===== src/design/ssp_pkg.sv =====
// package for the snapshot segment planner: widths, record geometry, channel masks
// and the structs passed between the stages; no dependencies
`default_nettype none

package ssp_pkg;

    // record geometry
    localparam int REC_WORDS = 40;
    localparam int REC_BYTES = 4 * REC_WORDS;

    // field widths
    localparam int ADDR_W = 32;
    localparam int PTS_W  = 18;
    localparam int CH_W   = 3;
    localparam int SEG_W  = 25;
    localparam int MASK_W = 40;

    // derived widths
    localparam int WW   = PTS_W + $clog2(REC_WORDS);   // points times record words
    localparam int BW   = WW + 2;                      // points times record bytes
    localparam int END_W = ADDR_W + 1;                 // base plus length, no wrap
    localparam int HEAD_W  = ADDR_W - 2;               // latch minus base, in words
    localparam int FIRST_W = END_W - 2;                // end minus latch, in words

    // register map, byte address bit 2 selects the register
    localparam int PADDR_W = 3;
    localparam logic REG_BASE   = 1'b0;
    localparam logic REG_LENGTH = 1'b1;

    localparam logic [ADDR_W-1:0] BASE_RESET   = 32'h1000_0000;
    localparam logic [ADDR_W-1:0] LENGTH_RESET = 32'h01E8_4800;

    // channel codes
    localparam logic [CH_W-1:0] CH_1 = 3'd1;
    localparam logic [CH_W-1:0] CH_2 = 3'd2;
    localparam logic [CH_W-1:0] CH_3 = 3'd3;
    localparam logic [CH_W-1:0] CH_4 = 3'd4;

    typedef logic [ADDR_W-1:0] t_addr;
    typedef logic [END_W-1:0]  t_end;
    typedef logic [WW-1:0]     t_words;
    typedef logic [BW-1:0]     t_bytes;
    typedef logic [SEG_W-1:0]  t_seg_words;
    typedef logic [MASK_W-1:0] t_mask;

    typedef struct packed {
        t_addr base;
        t_addr length;
    } t_cfg;

    // after stage 1: products and channel decode
    typedef struct packed {
        t_addr      latch;
        t_words     pre_w;
        t_words     post_w;
        t_seg_words sum_w;
        t_bytes     pre_b;
        t_bytes     post_b;
        t_addr      base;
        t_end       end_a;
        t_mask      mask;
        logic       bad;
    } t_s1;

    // after stage 2: wrap tests and raw part lengths
    typedef struct packed {
        t_addr              latch;
        t_addr              start_a;
        t_addr              base;
        t_end               end_a;
        t_words             pre_w;
        t_words             post_w;
        t_seg_words         sum_w;
        logic [HEAD_W-1:0]  head;
        logic [FIRST_W-1:0] first;
        logic               pre_wrap;
        logic               post_wrap;
        t_mask              mask;
        logic               bad;
    } t_s2;

    // after stage 3: everything the sequencer needs to lay out the segments
    typedef struct packed {
        t_addr      latch;
        t_addr      start_a;
        t_addr      base;
        t_end       end_a;
        t_words     pre_w;
        t_words     post_w;
        t_seg_words sum_w;
        t_seg_words head_w;
        t_seg_words first_w;
        t_words     tail;
        t_words     second;
        logic       pre_wrap;
        logic       three;
        t_mask      mask;
        logic       bad;
    } t_s3;

    function automatic t_mask chan_mask(input logic [CH_W-1:0] ch);
        t_mask m;
        unique case (ch)
            CH_1:    m = 40'h00_0000_03FF;
            CH_2:    m = 40'h00_0003_FC03;
            CH_3:    m = 40'h00_03FC_0003;
            CH_4:    m = 40'h03_FC00_0003;
            default: m = '0;
        endcase
        return m;
    endfunction

endpackage

`default_nettype wire


===== src/design/ssp_regs.sv =====
// apb register file for the buffer base and length
// depends on ssp_pkg
`default_nettype none

module ssp_regs (
    input  wire                          i_clk,
    input  wire                          i_rst_n,
    input  wire                          psel,
    input  wire                          penable,
    input  wire                          pwrite,
    input  wire  [ssp_pkg::PADDR_W-1:0]  paddr,
    input  wire  [ssp_pkg::ADDR_W-1:0]   pwdata,
    output logic [ssp_pkg::ADDR_W-1:0]   prdata,
    output logic                         pready,
    output ssp_pkg::t_cfg                o_cfg
);

    ssp_pkg::t_addr r_base;
    ssp_pkg::t_addr r_length;
    logic           wr_en;

    assign pready = 1'b1;
    assign wr_en  = psel && penable && pwrite;

    always_ff @(posedge i_clk) begin
        if (!i_rst_n) begin
            r_base   <= ssp_pkg::BASE_RESET;
            r_length <= ssp_pkg::LENGTH_RESET;
        end else if (wr_en) begin
            unique case (paddr[2])
                ssp_pkg::REG_BASE:   r_base   <= pwdata;
                ssp_pkg::REG_LENGTH: r_length <= pwdata;
                default:             r_base   <= r_base;
            endcase
        end
    end

    always_comb begin
        unique case (paddr[2])
            ssp_pkg::REG_BASE:   prdata = r_base;
            ssp_pkg::REG_LENGTH: prdata = r_length;
            default:             prdata = '0;
        endcase
    end

    assign o_cfg.base   = r_base;
    assign o_cfg.length = r_length;

endmodule

`default_nettype wire


===== src/design/ssp_pipe.sv =====
// three-stage planning pipeline: products, wrap tests, clamped part lengths
// depends on ssp_pkg
`default_nettype none

module ssp_pipe (
    input  wire                         i_clk,
    input  wire                         i_rst_n,
    input  wire                         i_start,
    output logic                        o_busy,
    input  wire  [ssp_pkg::ADDR_W-1:0]  i_latch_addr,
    input  wire  [ssp_pkg::PTS_W-1:0]   i_pre_points,
    input  wire  [ssp_pkg::PTS_W-1:0]   i_post_points,
    input  wire  [ssp_pkg::CH_W-1:0]    i_channel,
    input  ssp_pkg::t_cfg               i_cfg,
    input  wire                         i_take,
    output logic                        o_valid,
    output ssp_pkg::t_s3                o_s3
);

    logic         r_v1, r_v2, r_v3;
    ssp_pkg::t_s1 r_s1, n_s1;
    ssp_pkg::t_s2 r_s2, n_s2;
    ssp_pkg::t_s3 r_s3, n_s3;
    logic         free1, free2, free3, acc;

    // a stage may load when it is empty or its contents move on
    assign free3  = !r_v3 || i_take;
    assign free2  = !r_v2 || free3;
    assign free1  = !r_v1 || free2;
    assign o_busy = !free1;
    assign acc    = i_start && free1;

    // stage 1: record products and channel decode
    always_comb begin
        n_s1.latch  = i_latch_addr;
        n_s1.pre_w  = ssp_pkg::WW'(i_pre_points) * ssp_pkg::WW'(ssp_pkg::REC_WORDS);
        n_s1.post_w = ssp_pkg::WW'(i_post_points) * ssp_pkg::WW'(ssp_pkg::REC_WORDS);
        n_s1.sum_w  = (ssp_pkg::SEG_W'(i_pre_points) + ssp_pkg::SEG_W'(i_post_points))
                      * ssp_pkg::SEG_W'(ssp_pkg::REC_WORDS);
        n_s1.pre_b  = ssp_pkg::BW'(i_pre_points) * ssp_pkg::BW'(ssp_pkg::REC_BYTES);
        n_s1.post_b = ssp_pkg::BW'(i_post_points) * ssp_pkg::BW'(ssp_pkg::REC_BYTES);
        n_s1.base   = i_cfg.base;
        n_s1.end_a  = ssp_pkg::END_W'(i_cfg.base) + ssp_pkg::END_W'(i_cfg.length);
        n_s1.mask   = ssp_pkg::chan_mask(i_channel);
        n_s1.bad    = !(i_channel == ssp_pkg::CH_1 || i_channel == ssp_pkg::CH_2 ||
                        i_channel == ssp_pkg::CH_3 || i_channel == ssp_pkg::CH_4);
    end

    // stage 2: wrap tests and distances to the buffer edges
    always_comb begin
        logic [ssp_pkg::END_W-1:0] d_head;
        logic [ssp_pkg::END_W-1:0] d_first;
        d_head  = ssp_pkg::END_W'(r_s1.latch) - ssp_pkg::END_W'(r_s1.base);
        d_first = r_s1.end_a - ssp_pkg::END_W'(r_s1.latch);
        n_s2.latch     = r_s1.latch;
        n_s2.start_a   = r_s1.latch - ssp_pkg::ADDR_W'(r_s1.pre_b);
        n_s2.base      = r_s1.base;
        n_s2.end_a     = r_s1.end_a;
        n_s2.pre_w     = r_s1.pre_w;
        n_s2.post_w    = r_s1.post_w;
        n_s2.sum_w     = r_s1.sum_w;
        n_s2.mask      = r_s1.mask;
        n_s2.bad       = r_s1.bad;
        n_s2.pre_wrap  = ssp_pkg::END_W'(r_s1.latch) <
                         (ssp_pkg::END_W'(r_s1.base) + ssp_pkg::END_W'(r_s1.pre_b));
        n_s2.post_wrap = (ssp_pkg::END_W'(r_s1.latch) + ssp_pkg::END_W'(r_s1.post_b)) >
                         r_s1.end_a;
        // latch below base or trigger past the end give an empty part
        n_s2.head  = (r_s1.latch > r_s1.base) ? d_head[ssp_pkg::ADDR_W-1:2] : '0;
        n_s2.first = (r_s1.end_a > ssp_pkg::END_W'(r_s1.latch)) ?
                     d_first[ssp_pkg::END_W-1:2] : '0;
    end

    // stage 3: remaining part lengths, clamped at zero
    always_comb begin
        n_s3.latch    = r_s2.latch;
        n_s3.start_a  = r_s2.start_a;
        n_s3.base     = r_s2.base;
        n_s3.end_a    = r_s2.end_a;
        n_s3.pre_w    = r_s2.pre_w;
        n_s3.post_w   = r_s2.post_w;
        n_s3.sum_w    = r_s2.sum_w;
        n_s3.head_w   = ssp_pkg::SEG_W'(r_s2.head);
        n_s3.first_w  = ssp_pkg::SEG_W'(r_s2.first);
        n_s3.tail     = (ssp_pkg::HEAD_W'(r_s2.pre_w) > r_s2.head) ?
                        (r_s2.pre_w - ssp_pkg::WW'(r_s2.head)) : '0;
        n_s3.second   = (ssp_pkg::FIRST_W'(r_s2.post_w) > r_s2.first) ?
                        (r_s2.post_w - ssp_pkg::WW'(r_s2.first)) : '0;
        n_s3.pre_wrap = r_s2.pre_wrap;
        n_s3.three    = r_s2.pre_wrap || r_s2.post_wrap;
        n_s3.mask     = r_s2.mask;
        n_s3.bad      = r_s2.bad;
    end

    always_ff @(posedge i_clk) begin
        if (!i_rst_n) begin
            r_v1 <= 1'b0;
            r_v2 <= 1'b0;
            r_v3 <= 1'b0;
        end else begin
            if (free1) r_v1 <= acc;
            if (free2) r_v2 <= r_v1;
            if (free3) r_v3 <= r_v2;
        end
    end

    always_ff @(posedge i_clk) begin
        if (acc)            r_s1 <= n_s1;
        if (free2 && r_v1)  r_s2 <= n_s2;
        if (free3 && r_v2)  r_s3 <= n_s3;
    end

    assign o_valid = r_v3;
    assign o_s3    = r_s3;

    // a stalled last stage keeps its plan
    a_s3_hold: assert property (@(posedge i_clk) disable iff (!i_rst_n)
        r_v3 && !i_take |=> r_v3 && $stable(r_s3))
        else $error("stalled plan changed");

    // busy only when every stage is full and the output holds
    a_busy_full: assert property (@(posedge i_clk) disable iff (!i_rst_n)
        o_busy |-> r_v1 && r_v2 && r_v3 && !i_take)
        else $error("busy with room in the pipeline");

endmodule

`default_nettype wire


===== src/design/ssp_seq.sv =====
// segment sequencer: lays out one or three segments and issues one per cycle
// depends on ssp_pkg
`default_nettype none

module ssp_seq (
    input  wire                          i_clk,
    input  wire                          i_rst_n,
    input  wire                          i_valid,
    input  ssp_pkg::t_s3                 i_s3,
    output logic                         o_take,
    output logic                         o_seg_valid,
    output logic [ssp_pkg::ADDR_W-1:0]   o_seg_start,
    output logic [ssp_pkg::SEG_W-1:0]    o_seg_words,
    output logic [ssp_pkg::MASK_W-1:0]   o_word_mask,
    output logic                         o_bad_channel,
    output logic                         o_last
);

    ssp_pkg::t_addr     r_start [3];
    ssp_pkg::t_seg_words r_words [3];
    ssp_pkg::t_addr     n_start [3];
    ssp_pkg::t_seg_words n_words [3];
    ssp_pkg::t_mask     r_mask;
    logic               r_bad;
    logic               r_three;
    logic               r_pv;
    logic [1:0]         r_idx;
    logic               last_now;

    assign last_now = r_three ? (r_idx == 2'd2) : 1'b1;
    assign o_take   = !r_pv || last_now;

    always_comb begin
        n_start[0] = i_s3.start_a;
        n_words[0] = i_s3.sum_w;
        n_start[1] = i_s3.latch;
        n_words[1] = i_s3.first_w;
        n_start[2] = i_s3.base;
        n_words[2] = ssp_pkg::SEG_W'(i_s3.second);
        priority if (i_s3.pre_wrap) begin
            // buffer tail, buffer head up to the trigger, then post-trigger part
            n_start[0] = ssp_pkg::ADDR_W'(i_s3.end_a) -
                         (ssp_pkg::ADDR_W'(i_s3.tail) << 2);
            n_words[0] = ssp_pkg::SEG_W'(i_s3.tail);
            n_start[1] = i_s3.base;
            n_words[1] = i_s3.head_w;
            n_start[2] = i_s3.latch;
            n_words[2] = ssp_pkg::SEG_W'(i_s3.post_w);
        end else if (i_s3.three) begin
            n_words[0] = ssp_pkg::SEG_W'(i_s3.pre_w);
        end else begin
            n_words[0] = i_s3.sum_w;
        end
    end

    always_ff @(posedge i_clk) begin
        if (!i_rst_n) begin
            r_pv  <= 1'b0;
            r_idx <= 2'd0;
        end else if (o_take && i_valid) begin
            r_pv  <= 1'b1;
            r_idx <= 2'd0;
        end else if (r_pv) begin
            if (last_now) begin
                r_pv  <= 1'b0;
                r_idx <= 2'd0;
            end else begin
                r_idx <= r_idx + 2'd1;
            end
        end
    end

    always_ff @(posedge i_clk) begin
        if (o_take && i_valid) begin
            r_start <= n_start;
            r_words <= n_words;
            r_mask  <= i_s3.mask;
            r_bad   <= i_s3.bad;
            r_three <= i_s3.three;
        end
    end

    assign o_seg_valid   = r_pv;
    assign o_seg_start   = r_start[r_idx];
    assign o_seg_words   = r_words[r_idx];
    assign o_word_mask   = r_bad ? '0 : r_mask;
    assign o_bad_channel = r_bad;
    assign o_last        = last_now;

    // a one-segment plan is always issued from slot zero
    a_single_slot: assert property (@(posedge i_clk) disable iff (!i_rst_n)
        r_pv && !r_three |-> r_idx == 2'd0)
        else $error("single segment issued from wrong slot");

    // a three-segment plan runs without gaps
    a_no_gap: assert property (@(posedge i_clk) disable iff (!i_rst_n)
        r_pv && !last_now |=> r_pv && r_idx == $past(r_idx) + 2'd1)
        else $error("segment sequence broken");

endmodule

`default_nettype wire


===== src/design/snapshot_segment_planner_top.sv =====
// top level of the snapshot segment planner
// depends on ssp_pkg, ssp_regs, ssp_pipe and ssp_seq
`default_nettype none

// A readout request (trigger byte address, pre- and post-trigger record counts,
// channel) is taken at a clock edge with start high and busy low. It passes a
// three-stage planning pipeline and then leaves as one segment (no wrap) or
// three segments (wrap below the buffer start or past the buffer end), one
// transfer per cycle on o_seg_valid, with o_last on the final one. The plan for
// a request passes the stage registers and then the sequencer registers before
// its first segment is on the ports. Results cannot be held off, so the
// sequencer sets the pace: a request that wraps occupies the output for three
// segments, a request that does not wrap for one, and busy rises only when the
// pipeline is full behind a plan still being issued. Zero-length segments are
// still issued. A bad channel gives a zero word mask and o_bad_channel on every
// segment. The user writes buffer base and length over the apb port (base at
// 0x0, length at 0x4) only while the block is idle; the block does not enforce it.
module snapshot_segment_planner_top (
    input  wire                          i_clk,
    input  wire                          i_rst_n,
    // request
    input  wire                          start,
    output logic                         busy,
    input  wire  [ssp_pkg::ADDR_W-1:0]   i_latch_addr,
    input  wire  [ssp_pkg::PTS_W-1:0]    i_pre_points,
    input  wire  [ssp_pkg::PTS_W-1:0]    i_post_points,
    input  wire  [ssp_pkg::CH_W-1:0]     i_channel,
    // segments
    output logic                         o_seg_valid,
    output logic [ssp_pkg::ADDR_W-1:0]   o_seg_start,
    output logic [ssp_pkg::SEG_W-1:0]    o_seg_words,
    output logic [ssp_pkg::MASK_W-1:0]   o_word_mask,
    output logic                         o_bad_channel,
    output logic                         o_last,
    // configuration
    input  wire                          psel,
    input  wire                          penable,
    input  wire                          pwrite,
    input  wire  [ssp_pkg::PADDR_W-1:0]  paddr,
    input  wire  [ssp_pkg::ADDR_W-1:0]   pwdata,
    output logic [ssp_pkg::ADDR_W-1:0]   prdata,
    output logic                         pready
);

    ssp_pkg::t_cfg cfg;
    ssp_pkg::t_s3  plan;
    logic          plan_valid;
    logic          plan_take;

    // buffer base and length registers
    ssp_regs u_regs (
        .i_clk   (i_clk),
        .i_rst_n (i_rst_n),
        .psel    (psel),
        .penable (penable),
        .pwrite  (pwrite),
        .paddr   (paddr),
        .pwdata  (pwdata),
        .prdata  (prdata),
        .pready  (pready),
        .o_cfg   (cfg)
    );

    // planning pipeline, stalls only behind the sequencer
    ssp_pipe u_pipe (
        .i_clk         (i_clk),
        .i_rst_n       (i_rst_n),
        .i_start       (start),
        .o_busy        (busy),
        .i_latch_addr  (i_latch_addr),
        .i_pre_points  (i_pre_points),
        .i_post_points (i_post_points),
        .i_channel     (i_channel),
        .i_cfg         (cfg),
        .i_take        (plan_take),
        .o_valid       (plan_valid),
        .o_s3          (plan)
    );

    // segment layout and issue, one transfer per cycle
    ssp_seq u_seq (
        .i_clk         (i_clk),
        .i_rst_n       (i_rst_n),
        .i_valid       (plan_valid),
        .i_s3          (plan),
        .o_take        (plan_take),
        .o_seg_valid   (o_seg_valid),
        .o_seg_start   (o_seg_start),
        .o_seg_words   (o_seg_words),
        .o_word_mask   (o_word_mask),
        .o_bad_channel (o_bad_channel),
        .o_last        (o_last)
    );

endmodule

`default_nettype wire


===== config.mk =====
export PLATFORM = sky130hd
export DESIGN_NAME = snapshot_segment_planner_top
export DESIGN_NICKNAME = d
export VERILOG_FILES = /design/src/design/ssp_pkg.sv /design/src/design/ssp_regs.sv /design/src/design/ssp_pipe.sv /design/src/design/ssp_seq.sv /design/src/design/snapshot_segment_planner_top.sv
export SDC_FILE = /design/constraint.sdc
export NUM_CORES = 2
export LEC_CHECK = 0
export BUFFER_PORTS_ARGS = -buffer_cell sky130_fd_sc_hd__buf_2
export CAP_MARGIN = 20
export CORE_ASPECT_RATIO = 1.25
export CORE_UTILIZATION = 26
export CTS_CLUSTER_SIZE = 12
export DETAILED_ROUTE_END_ITERATION = 10
export GPL_TIMING_DRIVEN = 0
export PLACE_DENSITY = 0.48
export SYNTH_ARGS = -nofsm -noshare
export SYNTH_HDL_FRONTEND = slang
export SYNTH_SLANG_ARGS = --single-unit

===== constraint.sdc =====
create_clock -name i_clk -period 24.9 [get_ports i_clk]
set_input_delay 4.98 -clock i_clk [delete_from_list [all_inputs] [get_ports i_clk]]
set_output_delay 4.98 -clock i_clk [all_outputs]
set_load 0.02 [all_outputs]

# == Word-level counts from Yosys, hierarchy flattened ==
# Cells that the tools add are included.
# word_totals
output_inout_bits,134
in_bits,112
register_bits,1156
# op_classes
addsub,11
bitwise_logic,3
n_mux,18
multipliers,5
n_reduce_logical,24
eq_ne,5
magnitude_cmp,7
# op_table
op,count
$pmux W34 S4,1
$mux W96,1
$mul A18 B3 Y21 const B,4
$add A32 B26 Y33,2
$bmux W32 S2,1
$mux W32,2
$pmux W32 S2,1
$sub A32 B26 Y32,2
$bmux W25 S2,1
$mux W25,2
$mux W50,1
$mux W24,2
$sub A24 B24 Y24,2
$mux W40,1
$add A32 B32 Y33,1
$gt A33 B32 Y1,1
$gt A33 B33 Y1,1
$lt A32 B33 Y1,1
$sub A33 B32 Y33,1
$gt A32 B32 Y1,1
$sub A32 B32 Y32,1
$gt A24 B31 Y1,1
$gt A24 B30 Y1,1
$mul A25 B3 Y22 const B,1
16 further kinds,40

# == Longest topological paths before layout ==
# logic_depth
ltp_word,7
ltp_mapped,22

# == Hierarchy ==
# A second synthesis with hierarchy kept.
# hier_totals
cells_unflattened,4178
area_unflattened_um2,52057.4
# by_module_without_submodules
mod,seq_area_each_um2,cells_per_inst,n_inst,area_each_um2
ssp_pipe,21620.7,2905,1,37229.5
ssp_seq,6426.2,980,1,11907.7
ssp_regs,1281.2,293,1,2920.3

# == Worst setup path after synthesis ==
# No wires, ideal clock.
# synth_timing
path_kind,reg-to-reg
startpoint,register u_seq.r_idx[0]
endpoint,register u_pipe.r_s2 (netlist bit u_pipe.n_s3[0]) (enable)
path_stages_with_launch,7
arrival_time_ns,19.345
setup_slack_ns,4.290
n_path_buf,1
path_cell_list,dfxtp_1 clkbuf_1 inv_1 ha_1 nor2b_1 and3_1 a21boi_0
# synth_via
elab_chain_cells,6
# synth_lines
element,line,source
from (decl),ssp_seq.sv:27,logic [1:0] r_idx;
from (signal assigned),ssp_seq.sv:68,r_idx <= r_idx + 2'd1;
$eq A2 B2 Y1,ssp_seq.sv:30,assign last_now = r_three ? (r_idx == 2'd2) : 1'b1;
$mux W1,ssp_seq.sv:30,
$logic_or A1 B1 Y1,ssp_seq.sv:31,assign o_take = !r_pv || last_now;
$logic_or A1 B1 Y1,ssp_pipe.sv:27,assign free3 = !r_v3 || i_take;
$logic_or A1 B1 Y1,ssp_pipe.sv:28,assign free2 = !r_v2 || free3;
$logic_and A1 B1 Y1,ssp_pipe.sv:109,if (free2 && r_v1) r_s2 <= n_s2;
to (signal assigned),ssp_pipe.sv:109,
to (decl),ssp_pipe.sv:22,"ssp_pkg::t_s2 r_s2, n_s2;"
# Every way passes these cells.
# A chain may end at the register's enable or synchronous reset.

# == Worst setup path in the final report ==
# layout_timing
startpoint,input paddr[2] (netlist name)
endpoint,output prdata[23] (netlist name)
# layout_via
elab_chain_cells,2
# layout_lines
element,line,source
from (decl),snapshot_segment_planner_top.sv:39,"input wire [ssp_pkg::PADDR_W-1:0] paddr,"
$not A1 Y1,ssp_regs.sv:39,unique case (paddr[2])
$pmux W32 S2 (*),ssp_regs.sv:39,
to (decl),snapshot_segment_planner_top.sv:41,"output logic [ssp_pkg::ADDR_W-1:0] prdata,"
# Every way passes the cells marked *; elsewhere a longest branch is shown, timed or not.

==> results.cfg <==
[critical_path]
required_ps = 19920
crit_buf_inv = 3
cp-end-kind = output port
crit_arrival_ps = 6870
max_stage_delay_ps = 790
reg2reg_depth = 17
path_depth = 4
critPathKind = in2out
cp-endpoint = prdata[23]
startpoint = paddr[2]
crit_chain = clkbuf_1 -> buf_1 -> mux2_2 -> buf_2
path_max_fanout = 10
path_delay_family = buffers and inverters
r2r_start = u_pipe.n_s2[157]
r2r_slack_ps = 19130
r2r_end = u_pipe.n_s3[42]
slowest_stage = buf_1
critPathLaunchType = input pin

[clock_network]
cts_tree = done
cts.sinks = 963
cts_setup_buffers = 0
clockBufferDepth = 3
hold_buffers = 0
insertion_delay_ps = 730
postCtsResizedCells = 0
cts_made_buffers = 103
htreeDepth = 3
cts_root_buf = clkbuf_16
path_clk_slew_ps = 60

[finish]
final_common_cell = edfxtp_1
fill_cells = 19586
drive_gt1_share_pct = 14.1
fin_nets = 5055
area_growth_pct = 16.7
final_cell_mix = 893 x edfxtp_1, 404 x ha_1, 344 x nand2_1, 276 x inv_1, 242 x a21oi_1
final_cells = 7149

[power_and_ir_drop]
p_total_mw = 4.34
switchingPower_mw = 1.25
powerDensity_nw_per_um2 = 73.9
power_switching_share_pct = 28.8
pwr-share-comb_pct = 19.3
seqPwrFrac_pct = 46.7
p_int_mw = 3.09
clockPowerShare_pct = 34.0
irDropWorstVdd_mv = 0.0514
p_leak_nw = 22.3

[hold_path]
hold_path.class = reg2reg

[routing]
vias_per_cell = 4.66
wirelength_mm = 161
vias = 33337
avgRoutedWirePerCell_um = 22.6
detail-route-antenna-nets = 0
drt_iter0_drc = 2200
drc = 0
firstDrtPassIters = 5

[timing]
period_share_pct = 47.6
fin_worst_skew_ps = 47.5
worst_pin_slew_ps = 1110
final-max-slew-violation-count = 0
period_needed_ps = 11850
grt_setup_unrepaired = false
finalSetupViolCount = 0
fmax_mhz = 84.4
max-slew-margin-rel_pct = 25.9
hold_viol_final = 0

[yosys]
netlist_instances = 4145
synth_enable_flop_cells = 893
syn_area_per_cell_sq_um = 12.1
synth.yosys.seq_area_share_pct = 56.1
synth_warnings = 0
synth-seq-cells = 963
synth_cell_types = 86
syn_area_sq_um = 50300
synthFlopType = edfxtp_1
synthArstFlopShare_pct = 0

[global_routing]
grt_max_degree = 36
grt-ovfl-total = 0
antenna_found_initial = 18
track_usage_pct = 16.3
grt_pass1_vias = 33375
grt_pass1_wl_mm = 230

[die]
io_pins = 246
core_sq_um = 192000
die_height_um = 494
initial_core_util_pct = 26.2
die_x_um = 395
num_rows = 180
die-area_sq_um = 195000

[run_status]
status = finished clean

[place]
placedCellCount = 6973
place_hpwl_mm = 131
gp_congestion = 0.923
io_buffers = 234

[job]
cap_violations = 0
[per-layer routing]
metal | track usage [%] | vias up | share of wire [%]
met5 | 0 | - | 0.078
met1 | 20.3 | 16180 | 43
li1 | - | 16127 | -
met3 | 2.29 | 252 | 4.1
met4 | 8.44 | 22 | 5.4
met2 | 27.3 | 756 | 47
[synth_stat cells (70+ instances only)]
cell type | count | area [sq um]
a21boi_0 | 72 | 541
a21o_1 | 105 | 788
a21oi_1 | 242 | 1210
clkbuf_1 | 71 | 267
dfxtp_1 | 70 | 1400
edfxtp_1 | 893 | 26800
ha_1 | 404 | 5050
inv_1 | 276 | 1040
mux2_2 | 149 | 1680
mux2i_1 | 80 | 801
nand2_1 | 344 | 1290
nand3_1 | 83 | 415
nor2_1 | 215 | 807
nor3_1 | 92 | 460
o21ai_0 | 195 | 976
xnor2_1 | 162 | 1420
xor2_1 | 86 | 753
[sequential cells by signal, summed over array words and instances (netlist names), 5 cells and up]
| register | count |
|---|---|
| u_pipe.n_s2 | 167 |
| u_pipe.n_s3 | 244 |
| u_pipe.o_s3 | 293 |
| u_pipe.r_s2 | 12 |
| u_regs.r_base | 32 |
| u_regs.r_length | 32 |
| u_seq.r_mask | 5 |
| u_seq.r_start | 96 |
| u_seq.r_words | 74 |
[worst min path at each step]
| stage | start | end | slack (ps) | cells past startpoint |
|---|---|---|---|---|
| CTS | u_pipe.n_s3[244] | u_pipe.o_s3[244] | 400 | 0 |
| floorplan | u_pipe.n_s2[0] | u_pipe.n_s3[0] | 400 | 0 |
| finish | u_pipe.n_s3[339] | u_pipe.o_s3[339] | 390 | 0 |
| global placement | u_pipe.n_s2[117] | u_pipe.n_s3[154] | 400 | 0 |
| detailed placement | u_pipe.n_s3[155] | u_pipe.o_s3[155] | 400 | 0 |
| global route | u_pipe.n_s3[339] | u_pipe.o_s3[339] | 400 | 0 |
[power groups by stage]
stage	combinational [mW]	clock, mW	sequential, mW
finish	0.839	1.47	2.03
global route	0.940	1.58	2.03
CTS	0.844	1.53	2.03
detailed placement	0.838	0	2.06
global placement	0.821	0	2.11
floorplan	0.613	0	2.00
[area by class of cell]
class                           instances  area (sq um)  share of cell area (%)
Antenna cell                            4          10.0                  0.0170
Buffer                                127           619                    1.05
Clock buffer                          126          2730                    4.64
Clock inverter                         46           418                   0.712
Inverter                              279          1050                    1.78
Multi-Input combinational cell       2781         20500                    34.9
Sequential cell                       963         28200                    48.0
Tap cell                             2548          3190                    5.43
Timing Repair Buffer                  275          2000                    3.40
[cell families after synthesis]
kind of cell / count (synthesis) / share of synthesized area (%)
DFF: 963 / 56.1
AOI/OAI and AO/OA: 900 / 11.7
other: 2 / 0.0149
muxes: 230 / 4.96
buffers and inverters: 406 / 3.31
xor gates and xnor gates: 248 / 4.32
and+or+nand+nor: 983 / 9.19
adders and majority gates: 413 / 10.4
[stage by stage]
| step | utilization, % | instance area (sq um) | hold slack [ps] | TNS (ps) | setup slack [ps] |
|---|---|---|---|---|---|
| after floorplan | - | 50300 | 400 | 0 | 4290 |
| after global placement | 28.4 | 54700 | 400 | -1817820 | -7180 |
| after detailed placement | 28.9 | 55600 | 405 | 0 | 12970 |
| after CTS | 30.5 | 58700 | 397 | 0 | 12970 |
| after global routing | 30.5 | 58700 | 401 | 0 | 12990 |
| final | 30.5 | 58700 | 394 | 0 | 13050 |
Note: power is estimated with default switching activity, not from simulation.
